`src/sv/rounded_percent_divider_assert.svh`:
```
// assertion macros for the rounded percent divider
`ifndef ROUNDED_PERCENT_DIVIDER_ASSERT_SVH
`define ROUNDED_PERCENT_DIVIDER_ASSERT_SVH

// same-cycle implication, checked outside reset
`define RPD_ASSERT_IMPLY(label, clk, rst, ante, cons, msg) \
   label: assert property (@(posedge clk) disable iff (rst) (ante) |-> (cons)) \
      else $error(msg);

// next-cycle implication, checked outside reset
`define RPD_ASSERT_NEXT(label, clk, rst, ante, cons, msg) \
   label: assert property (@(posedge clk) disable iff (rst) (ante) |=> (cons)) \
      else $error(msg);

`endif

```
`src/sv/rpd_pkg.sv`:
```
// constants shared by the rounded percent divider modules
`timescale 1ns / 1ps

package rpd_pkg;

   // percentage scale and the bits it adds to the dividend
   localparam int PERCENT_SCALE = 100;
   localparam int SCALE_BITS = 7;

   // result limit register
   localparam int LIMIT_WIDTH = 31;
   localparam logic [LIMIT_WIDTH-1:0] LIMIT_RESET = 31'h7FFF_FFFF;

   // value reported for a zero total before clamping
   localparam int ZERO_TOTAL_VALUE = 100;

endpackage

```
`src/sv/rpd_clamp.sv`:
```
// output stage: zero-total override, saturation at the limit, result register
`timescale 1ns / 1ps

module rpd_clamp #(
   parameter int COUNT_WIDTH = 32
) (
   input  logic                   clock,
   input  logic                   reset,
   input  logic                   in_valid,
   output logic                   in_ready,
   input  logic [COUNT_WIDTH+rpd_pkg::SCALE_BITS-1:0] in_quotient,
   input  logic                   in_zero,
   input  logic [rpd_pkg::LIMIT_WIDTH-1:0] limit,
   output logic                   out_valid,
   input  logic                   out_ready,
   output logic [rpd_pkg::LIMIT_WIDTH-1:0] out_percent,
   output logic                   out_clamped
);

   localparam int QUOT_WIDTH = COUNT_WIDTH + rpd_pkg::SCALE_BITS;
   localparam int CMP_WIDTH =
      (QUOT_WIDTH > rpd_pkg::LIMIT_WIDTH) ? QUOT_WIDTH : rpd_pkg::LIMIT_WIDTH;

   logic                            valid_ff;
   logic                            valid_in;
   logic [CMP_WIDTH-1:0]            value_ext;
   logic [CMP_WIDTH-1:0]            limit_ext;
   logic                            clamped_in;
   logic [rpd_pkg::LIMIT_WIDTH-1:0] percent_in;
   logic [rpd_pkg::LIMIT_WIDTH-1:0] percent_ff;
   logic                            clamped_ff;

   // output register frees as soon as the result is taken
   assign in_ready = !valid_ff || out_ready;
   assign valid_in = in_ready ? in_valid : valid_ff;

   // exact value, with a zero total standing for a full hundred
   assign value_ext = in_zero ? CMP_WIDTH'(rpd_pkg::ZERO_TOTAL_VALUE)
                              : CMP_WIDTH'(in_quotient);
   assign limit_ext = CMP_WIDTH'(limit);

   // saturate at the limit
   assign clamped_in = (value_ext > limit_ext);
   assign percent_in = clamped_in ? limit : value_ext[rpd_pkg::LIMIT_WIDTH-1:0];

   // valid bit
   always_ff @(posedge clock) begin
      if (reset) begin
         valid_ff <= 1'b0;
      end else begin
         valid_ff <= valid_in;
      end
   end

   // result payload
   always_ff @(posedge clock) begin
      if (in_valid && in_ready) begin
         percent_ff <= percent_in;
         clamped_ff <= clamped_in;
      end
   end

   assign out_valid   = valid_ff;
   assign out_percent = percent_ff;
   assign out_clamped = clamped_ff;

endmodule

```
`config.mk`:
```
export PLATFORM = sky130hd
export DESIGN_NAME = rpd_clamp
export DESIGN_NICKNAME = d
export VERILOG_FILES = /design/src/sv/rounded_percent_divider_assert.svh /design/src/sv/rpd_pkg.sv /design/src/sv/rpd_clamp.sv
export SDC_FILE = /design/constraint.sdc
export NUM_CORES = 1
export LEC_CHECK = 0
export BUFFER_PORTS_ARGS = -buffer_cell sky130_fd_sc_hd__buf_2
export CORE_MARGIN = 2
export CORE_UTILIZATION = 40
export CTS_BUF_LIST = sky130_fd_sc_hd__clkbuf_16
export DETAILED_ROUTE_END_ITERATION = 10
export GPL_TIMING_DRIVEN = 0
export PLACE_DENSITY = 0.68
export SLEW_MARGIN = 10
export SYNTH_ARGS = -nofsm -noshare
export SYNTH_HDL_FRONTEND = slang
export SYNTH_SLANG_ARGS = --single-unit
```
`constraint.sdc`:
```
create_clock -name clock -period 4 [get_ports clock]
set_clock_uncertainty 0.05 [all_clocks]
set_input_delay 0.6 -clock clock [delete_from_list [all_inputs] [get_ports clock]]
set_output_delay 0.6 -clock clock [all_outputs]
set_load 0.005 [all_outputs]
```
==> out/results.txt <==
post-synthesis mux area share: 0.1451
type of the worst setup path: input pin to flip-flop
DR iter-0 viols: 63
Max-slew headroom: 0.4633
CP Data Arrival Time: 3.33 ns
Area growth syn-to-layout: 32.25%
CP max FO: 10
Synth Register Bits: 33
Post-Route Setup TNS: 0 ns
main flop type after synthesis: edfxtp_1
Vias: 1,966
simple-gate share of the synthesized area: 0.1414
Remaining DRCs: 0
detail-routed via count per cell: 4.783
Worst setup EP type: flip-flop
CTS root buffer: clkbuf_16
Synth Area in XOR/XNOR: 0
Clock transition at path regs: 0.05 ns
reg2reg setup slack: 2.46 ns
antenna violations before repair: 0
main combinational cell family by area after synthesis: adder cells
fin nets: 441
DRT Pass-1 Iters: 4
Hold Crit Class: input pin to flip-flop
Mapped Area: 2397 um^2
max_cap viols: 0
grt ovf: 0
CTS Buffer Depth: 2
synth unique cells: 28
most instantiated cells after synthesis: inv_1, edfxtp_1, ha_1
EDFF count, synth: 32
starting density of the core: 0.4098
dpl hpwl: 4391 um
setup bufs post-CTS: 0
CTS resizes: 0
CTS Buf Count: 5
Seq/Total Area, Yosys: 0.4092
Tot GR Track Use: 0.1742
max-slew violations: 0
global-route wire length before repair: 8618 um
final worst-path cycle share: 0.8387
DIE HEIGHT: 81.42 um
vias in the first global route: 1,934
IO Count: 109
final worst setup slack: 0.6453 ns
core area: 5851 um^2
DRT Wirelength: 5535 um
Power Total: 1.039 mW
Slew @ Worst Pin: 0.8050 ns
CTS tree: built
row cnt: 28
synthesized area per cell: 10.90 um^2
antenna viol nets, final: 0
post-synthesis cell count: 220
Sink Count: 33
Synth top area share: 0.4008
final hold violation count: 0
Startpoint Class: input pin
status: finished clean
CP required: 3.97 ns
post-route core utilization: 0.5419
most frequent cell after synthesis: inv_1
Async SR Flop Fraction: 0
power per cell area: 327.6 nW/um^2
Antenna diodes: 0
DP Worst Slack: 0.3286 ns
Ys Warns: 0
Fmax: 298.1 MHz
Clk Latency, worst-skew pair: 0.27 ns
Max IR drop VDD: 0.1628 mV
Placer Congestion: 0.7072
Die ar.: 6628 um^2
hold_buf cts: 0
Post-Syn Nets: 326
post-synthesis adder-cell area fraction: 0.1618
Die Wd: 81.42 um
share of cells above drive strength 1: 0.4464
Synth Area in Compound Gates: 0.07203
pin count of the biggest net entering global routing: 33
post-synth top area cell: edfxtp_1
Pleak: 1.558 nW
PortBufs: 108
RSZ-0062 raised after global routing: false
Synth area leaders: edfxtp_1, ha_1, mux2_2
min cycle time layout: 3.355 ns
htree depth: 2
DR WL/cell: 13.47 um
setup violators final: 0
-- layout make-up --
class | instances | area [um^2]
inverter | 33 | 123.9
fill | 548 | 2680
sequential | 33 | 980.9
tap | 75 | 93.84
multi-input combinational | 148 | 1249
timing repair buffer | 108 | 540.5
clock buffer | 5 | 125.1
buffer | 6 | 45.04
clock inverter | 3 | 12.51
-- worst max-delay path: stages --
cell,delay [ns]
buf_2,0.13
clkbuf_1,0.36
nor2b_1,0.13
ha_1,0.32
a21oi_1,0.15
o21ai_0,0.12
a221oi_1,0.39
o21ai_0,0.25
o22ai_4,0.32
buf_6,0.21
mux2_2,0.35
-- metrics by stage --
| stage | instances | instance area, um^2 | hold WS, ns |
|---|---|---|---|
| final | 411 | 3171 | 0.4204 |
| after global placement | 403 | 3032 | 0.4377 |
| after detailed placement | 403 | 3033 | 0.4616 |
| after floorplan | 220 | 2397 | 0.4725 |
| after CTS | 411 | 3171 | 0.4153 |
| after global routing | 411 | 3171 | 0.4249 |
-- kinds of logic (layout without fill, tap and decap cells) --
group           Yosys count  count (layout)
compound gates           28              28
mux                      31              31
buf+inv                  39             155
flops                    33              33
simple gates             58              58
fa+ha+maj                31              31
-- cells in the final DEF, fill, tap and decap left out, types with 3 or more instances in the layout --
master     instances
nor2b_1           27
mux2_2            28
clkbuf_16          5
clkbuf_1           3
ha_1              31
nand2_1            8
buf_2            108
inv_1             33
nor4_1             3
buf_6              3
a211oi_1           3
o21ai_0            7
a21oi_1           14
edfxtp_1          32
nand4_1            5
or2_2              3
-- power by group --
part | internal (mW) | leakage (nW) | switching (mW)
combinational | 0.129 | 1.17 | 0.115
clock | 0.225 | 0.0687 | 0.141
sequential | 0.421 | 0.323 | 0.00713
-- worst paths after layout --
check             from              end  cells past startpoint
max            in_zero  out_percent[12]                     11
min              reset        out_valid                      2
max reg2reg  out_valid   out_percent[0]                      2
min reg2reg  out_valid        out_valid                      2
-- flip-flops by register name (all words and copies together) (netlist names) --
name	cells
out_clamped	1
out_valid	1
out_percent	31
-- metal layers --
layer / part of all wire / vias up / global-route usage
li1: - / 1019 / -
met1: 0.41 / 877 / 0.1996
met2: 0.51 / 65 / 0.3213
met3: 0.068 / 5 / 0.03297
met4: 0.011 / 0 / 0.06102
met5: 0 / - / 0
Note: power is estimated with default switching activity, not from simulation.
