===== src/sv/rounded_percent_divider_assert.svh =====
// assertion macros for the rounded percent divider
`ifndef ROUNDED_PERCENT_DIVIDER_ASSERT_SVH
`define ROUNDED_PERCENT_DIVIDER_ASSERT_SVH

// same-cycle implication, checked outside reset
`define RPD_ASSERT_IMPLY(label, clk, rst, ante, cons, msg) \
   label: assert property (@(posedge clk) disable iff (rst) (ante) |-> (cons)) \
      else $error(msg);

// next-cycle implication, checked outside reset
`define RPD_ASSERT_NEXT(label, clk, rst, ante, cons, msg) \
   label: assert property (@(posedge clk) disable iff (rst) (ante) |=> (cons)) \
      else $error(msg);

`endif


===== src/sv/rpd_pkg.sv =====
// constants shared by the rounded percent divider modules
`timescale 1ns / 1ps

package rpd_pkg;

   // percentage scale and the bits it adds to the dividend
   localparam int PERCENT_SCALE = 100;
   localparam int SCALE_BITS = 7;

   // result limit register
   localparam int LIMIT_WIDTH = 31;
   localparam logic [LIMIT_WIDTH-1:0] LIMIT_RESET = 31'h7FFF_FFFF;

   // value reported for a zero total before clamping
   localparam int ZERO_TOTAL_VALUE = 100;

endpackage


===== src/sv/rpd_prep.sv =====
// input stage: builds the rounded dividend 100*part + total/2
`timescale 1ns / 1ps

module rpd_prep #(
   parameter int COUNT_WIDTH = 32
) (
   input  logic                   clock,
   input  logic                   reset,
   input  logic                   in_valid,
   output logic                   in_ready,
   input  logic [COUNT_WIDTH-1:0] in_part,
   input  logic [COUNT_WIDTH-1:0] in_total,
   output logic                   out_valid,
   input  logic                   out_ready,
   output logic [COUNT_WIDTH+rpd_pkg::SCALE_BITS-1:0] out_dividend,
   output logic [COUNT_WIDTH-1:0] out_divisor,
   output logic                   out_zero
);

   localparam int QUOT_WIDTH = COUNT_WIDTH + rpd_pkg::SCALE_BITS;

   logic                   valid_ff;
   logic                   valid_in;
   logic [QUOT_WIDTH-1:0]  dividend_ff;
   logic [QUOT_WIDTH-1:0]  dividend_in;
   logic [COUNT_WIDTH-1:0] divisor_ff;
   logic                   zero_ff;
   logic                   zero_in;

   // stage can load when empty or when its content moves on
   assign in_ready = !valid_ff || out_ready;
   assign valid_in = in_ready ? in_valid : valid_ff;

   // scaled part plus half the total, never wraps in this width
   assign dividend_in = QUOT_WIDTH'(in_part) * QUOT_WIDTH'(rpd_pkg::PERCENT_SCALE)
                      + QUOT_WIDTH'(in_total >> 1);
   assign zero_in = (in_total == '0);

   // valid bit
   always_ff @(posedge clock) begin
      if (reset) begin
         valid_ff <= 1'b0;
      end else begin
         valid_ff <= valid_in;
      end
   end

   // payload
   always_ff @(posedge clock) begin
      if (in_valid && in_ready) begin
         dividend_ff <= dividend_in;
         divisor_ff  <= in_total;
         zero_ff     <= zero_in;
      end
   end

   assign out_valid    = valid_ff;
   assign out_dividend = dividend_ff;
   assign out_divisor  = divisor_ff;
   assign out_zero     = zero_ff;

endmodule


===== config.mk =====
export PLATFORM = sky130hd
export DESIGN_NAME = rpd_prep
export DESIGN_NICKNAME = d
export VERILOG_FILES = /design/src/sv/rounded_percent_divider_assert.svh /design/src/sv/rpd_pkg.sv /design/src/sv/rpd_prep.sv
export SDC_FILE = /design/constraint.sdc
export NUM_CORES = 1
export LEC_CHECK = 0
export ABC_AREA = 1
export BUFFER_PORTS_ARGS = -buffer_cell sky130_fd_sc_hd__buf_2
export CAP_MARGIN = 20
export CORE_AREA = 3 3 154 111
export CTS_CLUSTER_DIAMETER = 80
export DETAILED_ROUTE_END_ITERATION = 6
export DIE_AREA = 0 0 157 114
export PLACE_DENSITY = 0.87
export SYNTH_ARGS = -nofsm -noshare
export SYNTH_HDL_FRONTEND = slang
export SYNTH_SLANG_ARGS = --single-unit

===== constraint.sdc =====
create_clock -name clock -period 4.75 [get_ports clock]
set_clock_uncertainty 0.1 [all_clocks]
set_input_delay 0.95 -clock clock [delete_from_list [all_inputs] [get_ports clock]]
set_output_delay 0.95 -clock clock [all_outputs]
set_load 0.02 [all_outputs]

==> impl_metrics.toml <==
[final_layout]
fin_util_pct = 84.4
final_nets = 1640
diodes = 0
final_common_cell = "buf_4"
layout_common_cells = "buf_4, inv_1, nand2_1"
area_growth_pct = 59.0
design_area_um2 = 13100
drive_gt1_share_pct = 49.8

[outcome]
status = "finished, violations left"
violations = "negative setup slack"

[timing]
finalHoldViolations = 0
rsz0062_at_grt = "yes"
slew_viol_final = 0
min_period_over_period_pct = 104
max_slew_margin_pct = 40.6
setup_viol = 16
tightest_slew_ps = 891
period_needed_ps = 4930
setup_ws_ps = -177
holdWs_ps = 428
fmax_mhz = 203

[synth]
ys_seq_elements = 71
synth_fp_nets = 1277
synth-adder-area-share_pct = 26.8
synth_cells = 1049
synth.distinct_cells = 40
synthMuxAreaShare_pct = 0
yosys.area_share.simple_pct = 22.1
synth_ff_type = "edfxtp_1"
async_flop_share_pct = 0
synth_compound_area_share_pct = 8.82
yosysSeqAreaShare_pct = 25.7
synth_edf_count = 70
syn_area_per_cell_um2 = 7.87
yosysWarnings = 0
synth_area_um2 = 8250
synth_top_family_by_area = "adder cells"
synth-xor-area-share_pct = 5.63

[detailed_routing]
routed_wl_um = 31300
drt-vias-per-instance = 5.64
drt_pass1_iterations = 6
drc = 0
wire_per_inst_um = 19.3
initialDrtViolationCount = 880
ant_nets = 0
vias = 9112

[setup_path]
crit_path_start_kind = "primary input"
r2r_cells = 2
ff2ff_setup_slack_ps = 3060
end_kind = "flop"
regToRegEndpoint = "out_dividend[33]"
crit_fanout = 4
path_class = "in -> reg"
cp.required_ps = 4740
cp.arrival_ps = 4920
r2r_start = "out_valid"

[placement]
gp_congestion = 0.924
dp_hpwl_um = 19300
dpl_cell_area_um2 = 10500
port_buffers = 141

[grt]
grt_pass1_wl_um = 38600
grt_max_degree = 71
grt-ovfl-total = 0
track_usage_pct = 26.9
antenna_found_initial = 0
grt_pass1_vias = 7940

[die]
core_um2 = 15500
dieWidth_um = 157
placementRows = 38
start_util_pct = 53.1
die_h_um = 114
ios = 142
dieArea_um2 = 17900

[worst_hold_path]
hold_start = "out_valid"
min_to = "out_valid"
hold_depth = 2
hp-class = "reg -> reg"

[clock_tree]
cts_buffer_depth = 2
cts_root_buf = "clkbuf_16"
cts_tree = "done"
clock_sinks = 71
holdBufCountCts = 0
clk_pin_slew_ps = 50
insertion_delay_ps = 330
cts_buffers = 9
h-tree-depth = 3

[run]
cap_viol_max_count = 0

[power]
leakagePower_nw = 6.44
power_density_nw_per_um2 = 641
irDropWorstVdd_mv = 0.302
timing repair:
item | 4_1_cts | 5_1_grt
setup buffers | 19 | 31
cloned | 0 | 0
pin swaps | 52 | 163
resized for setup | 99 | 292
endpoints found under the hold margin | 0 | 0
endpoints found under the setup margin | 18 | 23
layout make-up:
| type | count | area, um2 |
|---|---|---|
| fillers | 821 | 2430 |
| clock buffers | 11 | 243 |
| inverters | 237 | 890 |
| repair buffers | 354 | 2400 |
| clock inverters | 5 | 33.8 |
| multi-input cells | 739 | 7180 |
| well taps | 200 | 250 |
| flip-flops and latches | 71 | 2120 |
logic make-up (layout without fill, tap and decap cells):
| group | Yosys count | count (layout) |
|---|---|---|
| adders and majority gates | 160 | 160 |
| buffers and inverters | 239 | 607 |
| and+or+nand+nor | 401 | 401 |
| xor gates and xnor gates | 53 | 53 |
| AOI/OAI and AO/OA | 125 | 125 |
| DFF | 71 | 71 |
cell usage after synthesis (9+ instances only):
master | n | share of area [%]
nand2_2 | 22 | 1.7
inv_2 | 9 | 0.41
edfxtp_1 | 70 | 25
xor2_1 | 35 | 3.7
nor4_1 | 12 | 0.91
nand2_1 | 215 | 9.8
inv_1 | 228 | 10
a31oi_1 | 12 | 0.91
a21oi_1 | 56 | 3.4
nor2_2 | 14 | 1.1
nor2_1 | 72 | 3.3
xnor2_1 | 18 | 1.9
ha_1 | 132 | 20
o21ai_0 | 26 | 1.6
fa_1 | 28 | 6.8
nand3_1 | 35 | 2.1
registers in the layout, summed over array words and instances, names as in the netlist:
| name | flops |
|---|---|
| out_zero | 1 |
| out_divisor | 30 |
| out_dividend | 39 |
| out_valid | 1 |
metrics by stage:
stage                     power, W  setup slack, ps  setup TNS [ps]  std cells
after CTS                  0.00675            -10.5           -37.8       1587
final                      0.00841             -177           -1760       1617
after floorplan            0.00365             1.02               0       1049
after global routing       0.00882             -311           -3560       1617
after detailed placement   0.00562             -688          -10300       1552
after global placement     0.00551             -634           -8530       1552
worst max-delay path by stage:
stage                      startpoint               end  slack, ps  cells past startpoint
after detailed placement  in_part[10]  out_dividend[38]       -690                     27
after global placement    in_part[10]  out_dividend[38]       -630                     27
after global routing      in_part[14]  out_dividend[38]       -310                     27
after CTS                  in_part[4]  out_dividend[38]        -10                     25
final                     in_part[14]  out_dividend[36]       -180                     25
after floorplan            in_part[9]  out_dividend[37]          1                     26
layer usage:
metal	wire length (um)	GRT usage, %	up-vias
met5	0	0	-
met4	1490	6.06	0
met3	2470	3.45	148
met2	15000	44.0	563
met1	12300	38.2	4306
li1	-	-	4095
worst max-delay path, cell delays in order:
cell and delay [ps]:
buf_2 140, ha_4 250, ha_1 270, inv_1 70, fa_1 520, inv_1 70
ha_4 300, nand2_4 80, nor2_4 100, inv_2 60, nor3_2 140, nand2_1 130
nand2_2 130, buf_4 150, xor2_4 180, ha_4 250, a21oi_4 170, buf_4 140
o21bai_4 60, a21oi_2 160, nand3_2 140, nand4_1 150, nand3_2 130, nand3b_1 110
nand2_1 50
where the power goes:
| part | total (W) | leakage [nW] | switching, W | internal, W |
|---|---|---|---|---|
| combinational | 0.00676 | 5.62 | 0.00374 | 0.00302 |
| sequential | 0.00102 | 0.687 | 0.0000411 | 0.000984 |
| clock | 0.000626 | 0.132 | 0.000259 | 0.000366 |
Power figures use the tool's default switching activity.
