$ cat src/sv/rounded_percent_divider_assert.svh
// assertion macros for the rounded percent divider
`ifndef ROUNDED_PERCENT_DIVIDER_ASSERT_SVH
`define ROUNDED_PERCENT_DIVIDER_ASSERT_SVH

// same-cycle implication, checked outside reset
`define RPD_ASSERT_IMPLY(label, clk, rst, ante, cons, msg) \
   label: assert property (@(posedge clk) disable iff (rst) (ante) |-> (cons)) \
      else $error(msg);

// next-cycle implication, checked outside reset
`define RPD_ASSERT_NEXT(label, clk, rst, ante, cons, msg) \
   label: assert property (@(posedge clk) disable iff (rst) (ante) |=> (cons)) \
      else $error(msg);

`endif

$ cat src/sv/rpd_pkg.sv
// constants shared by the rounded percent divider modules
`timescale 1ns / 1ps

package rpd_pkg;

   // percentage scale and the bits it adds to the dividend
   localparam int PERCENT_SCALE = 100;
   localparam int SCALE_BITS = 7;

   // result limit register
   localparam int LIMIT_WIDTH = 31;
   localparam logic [LIMIT_WIDTH-1:0] LIMIT_RESET = 31'h7FFF_FFFF;

   // value reported for a zero total before clamping
   localparam int ZERO_TOTAL_VALUE = 100;

endpackage

$ cat src/sv/rpd_div_stage.sv
// one restoring division step: settles one quotient bit per stage
`timescale 1ns / 1ps

module rpd_div_stage #(
   parameter int COUNT_WIDTH = 32
) (
   input  logic                   clock,
   input  logic                   reset,
   input  logic                   in_valid,
   output logic                   in_ready,
   input  logic [COUNT_WIDTH-1:0] in_rem,
   input  logic [COUNT_WIDTH+rpd_pkg::SCALE_BITS-1:0] in_shift,
   input  logic [COUNT_WIDTH-1:0] in_divisor,
   input  logic                   in_zero,
   output logic                   out_valid,
   input  logic                   out_ready,
   output logic [COUNT_WIDTH-1:0] out_rem,
   output logic [COUNT_WIDTH+rpd_pkg::SCALE_BITS-1:0] out_shift,
   output logic [COUNT_WIDTH-1:0] out_divisor,
   output logic                   out_zero
);

   localparam int QUOT_WIDTH = COUNT_WIDTH + rpd_pkg::SCALE_BITS;

   logic                   valid_ff;
   logic                   valid_in;
   logic [COUNT_WIDTH:0]   trial;
   logic [COUNT_WIDTH:0]   diff;
   logic                   take;
   logic [COUNT_WIDTH-1:0] rem_ff;
   logic [COUNT_WIDTH-1:0] rem_in;
   logic [QUOT_WIDTH-1:0]  shift_ff;
   logic [QUOT_WIDTH-1:0]  shift_in;
   logic [COUNT_WIDTH-1:0] divisor_ff;
   logic                   zero_ff;

   // stage can load when empty or when its content moves on
   assign in_ready = !valid_ff || out_ready;
   assign valid_in = in_ready ? in_valid : valid_ff;

   // bring down the next dividend bit and try the subtract
   // trial is below twice a nonzero divisor, so the borrow bit alone decides
   assign trial = {in_rem, in_shift[QUOT_WIDTH-1]};
   assign diff  = trial - {1'b0, in_divisor};
   assign take  = !diff[COUNT_WIDTH];

   // remainder stays below a nonzero divisor either way
   assign rem_in   = take ? diff[COUNT_WIDTH-1:0] : trial[COUNT_WIDTH-1:0];
   assign shift_in = {in_shift[QUOT_WIDTH-2:0], take};

   // valid bit
   always_ff @(posedge clock) begin
      if (reset) begin
         valid_ff <= 1'b0;
      end else begin
         valid_ff <= valid_in;
      end
   end

   // payload
   always_ff @(posedge clock) begin
      if (in_valid && in_ready) begin
         rem_ff     <= rem_in;
         shift_ff   <= shift_in;
         divisor_ff <= in_divisor;
         zero_ff    <= in_zero;
      end
   end

   assign out_valid   = valid_ff;
   assign out_rem     = rem_ff;
   assign out_shift   = shift_ff;
   assign out_divisor = divisor_ff;
   assign out_zero    = zero_ff;

endmodule

$ cat config.mk
export PLATFORM = sky130hd
export DESIGN_NAME = rpd_div_stage
export DESIGN_NICKNAME = d
export VERILOG_FILES = /design/src/sv/rounded_percent_divider_assert.svh /design/src/sv/rpd_pkg.sv /design/src/sv/rpd_div_stage.sv
export SDC_FILE = /design/constraint.sdc
export NUM_CORES = 1
export LEC_CHECK = 0
export CAP_MARGIN = 20
export CELL_PAD_IN_SITES_DETAIL_PLACEMENT = 0
export CELL_PAD_IN_SITES_GLOBAL_PLACEMENT = 1
export CORE_MARGIN = 8
export CORE_UTILIZATION = 44
export DETAILED_ROUTE_END_ITERATION = 12
export DONT_BUFFER_PORTS = 1
export PLACE_DENSITY = 0.86
export SLEW_MARGIN = 0
export SYNTH_ARGS = -nofsm -noshare
export SYNTH_HDL_FRONTEND = slang
export SYNTH_SLANG_ARGS = --single-unit
$ cat constraint.sdc
create_clock -name clock -period 3.6 [get_ports clock]
set_input_delay 0.72 -clock clock [delete_from_list [all_inputs] [get_ports clock]]
set_output_delay 0.72 -clock clock [all_outputs]
set_load 0.01 [all_outputs]
==> impl_metrics.env <==
export IMPL_status="complete, no violations"
export IMPL_numCtsBuffers=9
export IMPL_nets=616
export IMPL_hold_ws_ps=434
export IMPL_cp_arrival_ps=3470
export IMPL_ys_seq_elements=105
export IMPL_max_slew_margin_rel_pct=62.2
export IMPL_min_period_ps=3400
export IMPL_wl_mm=13.8
export IMPL_path_class="input pin to flip-flop"
export IMPL_grtUsageMet2_pct=26.8
export IMPL_crit_top_cell="a21oi_1"
export IMPL_r2r_end="out_divisor[20]"
export IMPL_n_fill_cell=1147
export IMPL_die_w_um=129
export IMPL_hold_class="input pin to flip-flop"
export IMPL_h_tree_depth=3
export IMPL_grt_antenna_before_repair=0
export IMPL_via_per_inst=5.53
export IMPL_post_dp_hpwl_mm=11.3
export IMPL_multi_input_area_um2=2230
export IMPL_grt_pass1_wl_mm=20.1
export IMPL_max_freq_mhz=294
export IMPL_holdCritStartpoint="reset"
export IMPL_synth_area_mux_share_pct=5.00
export IMPL_regToRegStartpoint="out_valid"
export IMPL_grt_overflow_total=0
export IMPL_ir_worst_vdd_mv=0.213
export IMPL_synth_cell_types=52
export IMPL_ff2ff_path_depth=3
export IMPL_postCtsSetupRepairBufs=0
export IMPL_seq_area_um2=3140
export IMPL_yosys_area_share_xor_xnor_pct=3.75
export IMPL_fp_dieArea_um2=16600
export IMPL_power_density_nw_per_um2=512
export IMPL_reg2reg_slack_ps=1780
export IMPL_async_reset_ff_share_pct=0
export IMPL_clk_pin_slew_ps=70
export IMPL_hold_viol_final=0
export IMPL_finClkSkew_ps=7.18
export IMPL_whs_endpoint="out_valid"
export IMPL_finalCritPeriodShare_pct=94.4
export IMPL_cts_resized=0
export IMPL_fp_row_count=41
export IMPL_critPathLaunch="in_shift[38]"
export IMPL_worst_slew_pin_slew_ps=566
export IMPL_path_delay_family="compound AO/OA/AOI/OAI gates"
export IMPL_final_max_slew_viol_count=0
export IMPL_yosys_top_cells_area="edfxtp_1 56%, ha_1 7.1%, mux2_4 4.8%"
export IMPL_synth_area_leader_cell="edfxtp_1"
export IMPL_fin_area_um2=6170
export IMPL_rsz0062_at_grt="false"
export IMPL_synth_fp_nets=610
export IMPL_grt_pass1_vias=3491
export IMPL_synth_compound_area_share_pct=14.0
export IMPL_ys_seq_area_share_pct=56.1
export IMPL_dr_pass1_iters=4
export IMPL_synth_top_family_by_area="compound AO/OA/AOI/OAI gates"
export IMPL_maxCapViolCount=0
export IMPL_synth_avg_cell_area_um2=11.9
export IMPL_yosysMostFrequentCell="edfxtp_1"
export IMPL_cp_num_cells=11
export IMPL_drive_gt1_share_pct=10.6
export IMPL_port_buffers=0
export IMPL_post_dp_cell_area_um2=5850
export IMPL_avgRoutedWirePerCell_um=21.1
export IMPL_yosys_warnings=0
export IMPL_grt_max_degree=65
export IMPL_syn_inst=469
export IMPL_met1_usage_pct=18.4
export IMPL_cts_tree="yes"
export IMPL_synth_commonest_cells="104 x edfxtp_1, 47 x nand2_1, 39 x inv_1"
export IMPL_crit_chain="inv_1, ha_1, fa_1, nand2b_1, a21oi_1, o211ai_1, a21oi_1, o21a_1, o211ai_4, buf_4, o41ai_1"
export IMPL_slowest_stage="o41ai_1"
export IMPL_num_antenna_cells=0
export IMPL_vias=3603
export IMPL_finalSetupViolCount=0
export IMPL_io_pins=214
export IMPL_synth_adder_area_share_pct=7.50
export IMPL_synth_simple_gate_area_share_pct=9.44
export IMPL_synth_edf_count=104
export IMPL_startpoint_type="input pin"
export IMPL_syn2layout_area_growth_pct=10.2
export IMPL_cts_root_buf="clkbuf_16"
export IMPL_path_max_fanout=17
export IMPL_use_met3_pct=5.75
export IMPL_die_y_um=129
export IMPL_syn_cell_area_um2=5600
export IMPL_drc_errors=0
export IMPL_max_stage_delay_ps=590
export IMPL_place_congestion=0.801
export IMPL_cts_hold_buf=0
export IMPL_core_um2=12500
export IMPL_synth_flop_cell="edfxtp_1"
export IMPL_grt_total_usage_pct=16.0
export IMPL_start_util_pct=44.8
export IMPL_grt_busiest_layer="met2"
export IMPL_hold_depth=1
export IMPL_clock_latency_ps=340
export IMPL_required_ps=3670
export IMPL_cp_num_buf_inv=2
export IMPL_antenna_left=0
export IMPL_drt_iter0_drc=210
export IMPL_worst_setup_path_end_kind="flip-flop"
export IMPL_cts_buffer_depth=2
export IMPL_cts_sinks=105
export IMPL_synth_top_cell_area_share_pct=55.7
export IMPL_power_leakage_nw=2.49
[how the worst max path moves through the flow]
| stage | end |
|---|---|
| final | out_rem[26] |
| after floorplan | out_rem[10] |
| after global placement | out_rem[26] |
| after CTS | out_rem[26] |
| after global routing | out_rem[26] |
| after detailed placement | out_rem[26] |
[cells in the final DEF, fill, tap and decap left out, types with 5 or more instances in the layout]
master       n
o21ai_0     27
o211ai_1     6
inv_1       39
ha_1        32
clkbuf_16    9
nor2b_1      5
and3_1       6
o21a_1       5
buf_4       10
mux2_4      18
a21oi_1     30
nand4_1      5
nand2_1     47
xnor2_1     15
nand3_1      9
nor2_1      23
a21o_1      15
o21bai_1     5
xor2_1       9
edfxtp_1   104
nand2b_1     5
[worst register-to-register path: cells and delay by family, from the launching register on]
kind                   cells  cell delay [ps]
and+or+nand+nor            2              740
DFF                        1              340
buffers and inverters      1              370
[layer usage]
metal  up-vias  share of wire, %
li1       1741                 -
met1      1684                40
met2       164                49
met3        14               9.3
met4         0               1.6
met5         -                 0
[state kept, by name, summed over array words and instances (netlist names)]
register,cells
out_rem,32
out_zero,1
out_divisor,32
out_valid,1
out_shift,39
[report_power, final]
| part | switching, mW | total, mW | internal [mW] |
|---|---|---|---|
| combinational | 0.312 | 0.566 | 0.254 |
| clock | 0.458 | 1.02 | 0.561 |
| sequential | 0.0935 | 1.58 | 1.48 |
| total | 0.863 | 3.16 | 2.30 |
[cell type report]
cell class / count / share of cell area, %
clock inverter: 7 / 1.54
sequential: 105 / 50.9
inverter: 40 / 2.43
tap: 172 / 3.49
clock buffer: 9 / 3.65
multi-input combinational: 307 / 36.1
timing repair buffer: 12 / 1.86
[cell families (layout without fill, tap and decap cells)]
logic type / Yosys count / after routing
adder cells (fa/ha/maj): 33 / 33
AO/OA/AOI/OAI: 118 / 118
multiplexers: 19 / 19
buffers and inverters: 57 / 68
AND/OR/NAND/NOR: 113 / 113
XOR/XNOR: 24 / 24
flip-flops: 105 / 105
[through the flow]
stage	total power, mW	instances	TNS [ps]	utilization [%]	setup slack [ps]
2_1_floorplan	2.02	469	0	-	357
3_3_place_gp	2.17	636	0	46.8	83.4
3_5_place_dp	2.18	636	-79.5	46.8	-79.5
4_1_cts	3.20	652	0	49.3	236
5_1_grt	3.31	652	0	49.3	89.8
6_report	3.16	652	0	49.3	202
No activity file was read; power rests on OpenSTA's default activity.
